<file path="src/rtl/tccw_ram.sv">
// Simple dual-port synchronous memory with one write and one registered read port.
module tccw_ram #(
  parameter int DW    = 8,
  parameter int DEPTH = 64
) (
  input  logic                     clk,
  input  logic                     we,
  input  logic [$clog2(DEPTH)-1:0] waddr,
  input  logic [DW-1:0]            wdata,
  input  logic [$clog2(DEPTH)-1:0] raddr,
  output logic [DW-1:0]            rdata
);

  logic [DW-1:0] mem [DEPTH];

  // Write port.
  always_ff @(posedge clk) begin
    if (we) begin
      mem[waddr] <= wdata;
    end
  end

  // Registered read port.
  always_ff @(posedge clk) begin
    rdata <= mem[raddr];
  end

endmodule

</file>
<file path="config.mk">
export PLATFORM = sky130hd
export DESIGN_NAME = tccw_ram
export DESIGN_NICKNAME = d
export VERILOG_FILES = /design/src/rtl/tccw_ram.sv
export SDC_FILE = /design/constraint.sdc
export NUM_CORES = 1
export LEC_CHECK = 0
export BUFFER_PORTS_ARGS = -buffer_cell sky130_fd_sc_hd__buf_2
export CAP_MARGIN = 10
export CORE_MARGIN = 4
export CORE_UTILIZATION = 50
export CTS_CLUSTER_SIZE = 14
export DETAILED_ROUTE_END_ITERATION = 7
export PLACE_DENSITY = 0.76
export SETUP_SLACK_MARGIN = 0.3
export SYNTH_ARGS = -nofsm -noshare
export SYNTH_HDL_FRONTEND = slang
export SYNTH_SLANG_ARGS = --single-unit
</file>
<file path="constraint.sdc">
create_clock -name clk -period 2 [get_ports clk]
set_clock_uncertainty 0.2 [all_clocks]
set_input_delay 0.2 -clock clk [delete_from_list [all_inputs] [get_ports clk]]
set_output_delay 0.2 -clock clk [all_outputs]
set_load 0.01 [all_outputs]
</file>
==> flow_summary.toml, run 1 <==
[route]
drt_wl_total_mm = 45.5
first_iter_violations = 1336
first_pass_iters = 5
wl_per_cell_microns = 27.4
ant_nets = 0
vias_per_cell = 6.08
drcViolationCount = 0
vias = 10100

[cts]
cts_tree = "built"
clkSinkCount = 520
path_clk_slew_ns = 0.06
clockBufferDepth = 3
htreeDepth = 2
clock_latency_ns = 0.56
root_buffer = "clkbuf_16"
numCtsBuffers = 50

[place]
place_area_sq_um = 22100
dp_hpwl_mm = 28.0
place_congestion = 0.807
io_buffers = 29
preCtsSetupSlack_ns = -0.456

[logic_synthesis]
yosysSeqAreaShare = 0.770
synthCells = 940
synth_simple_gate_area_frac = 0.0339
syn_area_sq_um = 20200
synth-seq-cells = 520
synth_top_family_by_area = "multiplexers"
synth.distinct_cells = 40
synth_fa_ha_area_frac = 0
synth_xor_area_frac = 0
synth_mux_area_frac = 0.159
yosys_warnings = 0
synth_compound_area_frac = 0.0207
syn_nets = 962
avgSynthCellArea_sq_um = 21.5

[outcome]
violations = "hold timing, setup timing"
status = "finished, violations left"

[global_routing]
grtUsageTotal = 0.210
grt_antenna_before_repair = 0
grt_pass1_wl_mm = 68.3
grt_max_degree = 65
grt_pass1_vias = 10300
grt_overflow = 0

[worst_setup_path]
critPathCapture = "rdata[0]"
worstPathCellList = "mux4_2, mux4_2, nor2_2, nor3_2, o2bb2ai_1"
r2r_end = "rdata[0]"
reg2reg_from = "mem[15][0]"
arrival_ns = 2.29
criticalPathCategory = "reg2reg"
cp_data_required_time_ns = 2.26
critPathSlowestCell = "mux4_2"
cp-startpoint = "mem[15][0]"
ff2ff_setup_slack_ns = -0.04
max_stage_delay_ns = 0.56
critPathMaxFanout = 1
cp_common_cell = "mux4_2"
r2r_cells = 5
cp-start-kind = "register"
crit_path_end_kind = "register"

[finish]
fin_nets = 1120
design_area_sq_um = 23800
filler_cell_count = 2739
drive_above_1_share = 0.371
layout_commonest_cell = "edfxtp_1"
area_growth_syn_to_layout_pct = 18.3
mostFrequentLayoutCells = "512 x edfxtp_1, 126 x mux4_2, 109 x buf_4"
n_antenna_cell = 0

[floorplan]
rows = 73
fp.dieW_microns = 209
fp.coreArea_sq_um = 39800
die_area_sq_um = 43600
start_util = 0.506
die_y_microns = 209
ios = 30

[timing]
timing.slew.headroom = 0.187
fin_ws_ns = -0.0351
setup-violations-final = 3
hold_viol = 5
grt_setup_unrepaired = "yes"
fin_setup_tns_ns = -0.0887
slew_viol_final = 0
hold_ws_ns = -0.107
max_freq_mhz = 491
period_needed_ns = 2.04
tightest_slew_ns = 1.22
fin_crit_sh = 1.02

[pwr]
power_density_nw_per_um2 = 958
ir_worst_vdd_mv = 0.832
p_total_mw = 22.8
power.leakage_nw = 7.64

[flow_run]
maxCapViolCount = 0

[min_path]
hold_path_class = "in2reg"
-- registers in the layout, indices dropped and copies added (netlist names) --
register	cells
rdata	8
mem	512
-- cell type report --
class	count	area, sq um	area share
Timing Repair Buffer	157	1360	0.0571
Tap cell	525	657	0.0275
Multi-Input combinational cell	369	4640	0.195
Clock inverter	27	287	0.0120
Clock buffer	63	1360	0.0572
Sequential cell	520	15500	0.651
-- timing repair --
item	in CTS	in global routing
endpoints found under the setup margin	8	8
buffers inserted	0	0
gates resized for setup	18	7
pin swaps	7	1
endpoints found under the hold margin	71	7
hold buffers	1	1
-- how the worst min path moves through the flow --
stage	start	to	slack [ns]	depth (start not counted)
6_report	raddr[5]	rdata[0]	-0.11	3
3_5_place_dp	raddr[5]	rdata[2]	0.43	3
4_1_cts	raddr[5]	rdata[0]	-0.15	3
3_3_place_gp	raddr[5]	rdata[0]	0.42	3
2_1_floorplan	wdata[0]	mem[0][0]	0.1	0
5_1_grt	raddr[5]	rdata[0]	-0.10	3
-- layer usage --
layer / global-route usage / vias to the layer above / share of wire
met5: 0 / - / 0
met4: 0.0713 / 0 / 0.036
met3: 0.0363 / 79 / 0.092
met2: 0.330 / 554 / 0.48
met1: 0.304 / 5224 / 0.39
li1: - / 4244 / -
-- report_power, final --
group	switching (mW)	leakage, nW	internal (mW)
sequential	0.0459	4.67	12.1
clock	3.83	0.801	5.59
combinational	0.770	2.17	0.543
total	4.65	7.64	18.2
-- synthesized netlist by cell type --
library cell    n  area, sq um
dfxtp_1         8          160
nor2b_1        14         87.6
o21a_1          2         15.0
a21oi_1         3         15.0
edfxtp_1      512        15400
nor4_1          2         12.5
buf_2          11         55.1
nand3_1        13         65.1
nand2b_1        7         43.8
mux4_2        126         2840
buf_12          2         40.0
nor2_1         83          312
a22oi_1         3         22.5
a2111oi_0       2         17.5
clkbuf_1       17         63.8
o221ai_1        8         70.1
or3_1           1         6.26
o22ai_1         8         50.1
mux2i_1        23          230
buf_4          13         97.6
buf_1           4         15.0
o2bb2ai_1       3         26.3
mux2_2         13          146
o311ai_1        1         8.76
nand4_1         2         12.5
nand2_1        19         71.3
o41ai_1         2         17.5
o21ai_1         2         10.0
o21ai_0         2         10.0
o221a_2         2         22.5
nor3_1          7         35.0
o32ai_1         2         17.5
a211oi_1        4         30.0
and2_1          1         6.26
a221oi_1        6         52.6
nand4b_1        1         8.76
a31oi_1         1         6.26
o2111ai_1       3         26.3
nand3b_1        3         22.5
buf_6           4         45.0
-- metrics by stage --
stage / hold WS, ns / std cells / utilization
after floorplan: 0.0989 / 940 / -
after global placement: 0.423 / 1569 / 0.554
after detailed placement: 0.426 / 1569 / 0.554
after CTS: -0.148 / 1660 / 0.598
after global routing: -0.105 / 1661 / 0.599
final: -0.107 / 1661 / 0.599
-- cells by family after synthesis --
group	Yosys count
AO/OA/AOI/OAI	54
AND/OR/NAND/NOR	153
buffers and inverters	51
multiplexers	162
flip-flops	520
-- worst max-delay path, delay by kind of cell, from the launching register on --
family | cells | cell delay [ns]
mux | 2 | 1.06
flops | 1 | 0.38
simple gates | 2 | 0.18
compound gates | 1 | 0.12
Note: power is estimated with default switching activity, not from simulation.
==> inputs of run 2 (changes only) <==
--- a/config.mk
+++ b/config.mk
@@ -7,11 +7,13 @@
 export LEC_CHECK = 0
 export BUFFER_PORTS_ARGS = -buffer_cell sky130_fd_sc_hd__buf_2
 export CAP_MARGIN = 10
+export CORE_ASPECT_RATIO = 1.5
 export CORE_MARGIN = 4
 export CORE_UTILIZATION = 50
 export CTS_CLUSTER_SIZE = 14
 export DETAILED_ROUTE_END_ITERATION = 7
 export PLACE_DENSITY = 0.76
+export RECOVER_POWER = 50
 export SETUP_SLACK_MARGIN = 0.3
 export SYNTH_ARGS = -nofsm -noshare
 export SYNTH_HDL_FRONTEND = slang
==> run 2 against run 1 <==
  * The flow finishes with violations (capacitance limit, slew limit, setup timing)
  * Combinational power up 4%
  * Sequential cell count did not move
  * Global-route usage is 1.2 points higher
  * Largest cell class unchanged
==> flow_summary.toml, run 2 (synthesis gave the netlist of run 1 again) <==
[finish]
n_antenna_cell = 0
top_regs = "mem (512), rdata (8)"
post-route-util = 0.597
regMostFlops = "mem"
mostFrequentLayoutCells = "512 x edfxtp_1, 126 x mux4_2, 104 x buf_4"
filler_cell_count = 2731
drive_above_1_share = 0.348
area_growth_syn_to_layout_pct = 17.4
fin_nets = 1143
layout_commonest_cell = "edfxtp_1"
largest_reg_flops = 512

[timing]
hold_ws_ns = 0.0257
setup-violations-final = 4
grt_setup_unrepaired = "yes"
period_needed_ns = 2.09
timing.slew.headroom = -0.141
hold_viol = 0
slew_viol_final = 37
fin_crit_sh = 1.05
tightest_slew_ns = 1.71
fin_ws_ns = -0.0944
max_freq_mhz = 477

[pwr]
power.leakage_nw = 7.56
ir_worst_vdd_mv = 0.638
power_density_nw_per_um2 = 914
p_total_mw = 21.6

[floorplan]
fp.dieW_microns = 172
rows = 89
die_y_microns = 254
ios = 30
start_util = 0.509
die_area_sq_um = 43700
fp.coreArea_sq_um = 39600

[min_path]
hold_path_class = "in2reg"

[route]
drcViolationCount = 0
first_pass_iters = 5
drt_wl_total_mm = 47.1
ant_nets = 0
first_iter_violations = 986
vias_per_cell = 6.16
wl_per_cell_microns = 28.5
vias = 10200

[place]
io_buffers = 29
preCtsSetupSlack_ns = -0.586
place_congestion = 0.849
dp_hpwl_mm = 30.9

[worst_setup_path]
critPathMaxFanout = 1
criticalPathCategory = "reg2reg"
critical_path.top_delay_family = "multiplexers"
arrival_ns = 2.35
ff2ff_setup_slack_ns = -0.09
max_stage_delay_ns = 0.49
critPathSlowestCell = "mux4_2"
cp_data_required_time_ns = 2.26
crit_buf_inv = 1
cp-start-kind = "register"
crit_path_end_kind = "register"
worstPathCellList = "mux4_2, mux2_4, a221oi_4, buf_6, o2bb2ai_2"

[flow_run]
maxCapViolCount = 1

[cts]
clockBufferDepth = 3
numCtsBuffers = 45
clock_latency_ns = 0.56
root_buffer = "clkbuf_16"
clkSinkCount = 520
cts_tree = "built"
post-cts-setup-buffers = 0
htreeDepth = 2
path_clk_slew_ns = 0.06

[global_routing]
grt_antenna_before_repair = 2
grt_pass1_vias = 10700
grtUsageTotal = 0.221
grt_max_degree = 65
grt_pass1_wl_mm = 70.2
grt_overflow = 0

[outcome]
status = "finished, violations left"
violations = "capacitance limit, slew limit, setup timing"
run 2: changes by cell type in the layout (fill, tap and decap cells not counted), sizes merged:
cell         before  now
clkinv           18    3
clkbuf           64  108
bufinv            6    1
clkinvlp          2    1
dlygate4sd3       2    5
buf             154  144
run 2: worst reg2reg max path: stages, from the launching register on:
cell       delay, ns
edfxtp_1        0.39
mux4_2          0.49
mux2_4          0.31
a221oi_4        0.39
buf_6           0.18
o2bb2ai_2       0.05
run 2: area by class of cell:
type / count / area [sq um] / share of cell area
tap: 500 / 626 / 0.0264
clock inverter: 6 / 60.1 / 0.00254
clock buffer: 72 / 1300 / 0.0549
sequential: 520 / 15500 / 0.656
multi-input combinational: 369 / 4660 / 0.197
timing repair buffer: 185 / 1500 / 0.0633
run 2: path summary, 6_finish.rpt:
kind,end,startpoint,cells after the start
hold / removal,mem[46][5],waddr[1],3
setup / recovery,rdata[0],mem[46][0],5
setup reg to reg,rdata[0],mem[46][0],5
hold reg to reg,rdata[7],mem[6][7],4
run 2: where the power goes:
| part | switching [mW] | total, mW | leakage (nW) | internal [mW] |
|---|---|---|---|---|
| logic | 0.775 | 1.36 | 2.24 | 0.588 |
| registers | 0.0518 | 12.1 | 4.67 | 12.1 |
| clock network | 3.59 | 8.16 | 0.655 | 4.57 |
run 2: metrics by stage:
stage               cell area, sq um  cells  TNS, ns
finish                         23700   1652   -0.212
floorplan                      20400    940        0
CTS                            23800   1652   -0.119
global placement               22300   1569    -3.23
detailed placement             22300   1569    -3.24
global route                   23700   1652   -0.370
run 2: timing repair:
action | CTS | global route
hold buffers | 5 | 0
setup endpoints to repair | 8 | 8
gates cloned | 0 | 0
gates resized for setup | 28 | 5
pin swaps | 11 | 2
hold endpoints to repair | 94 | 0
run 2: metal layers:
metal  global-route usage  vias up  share of wire
met5                    0        -        0.00062
met4                0.103        4          0.055
met3               0.0325      121          0.060
met2                0.386      426           0.54
met1                0.273     5351           0.35
li1                     -     4282              -
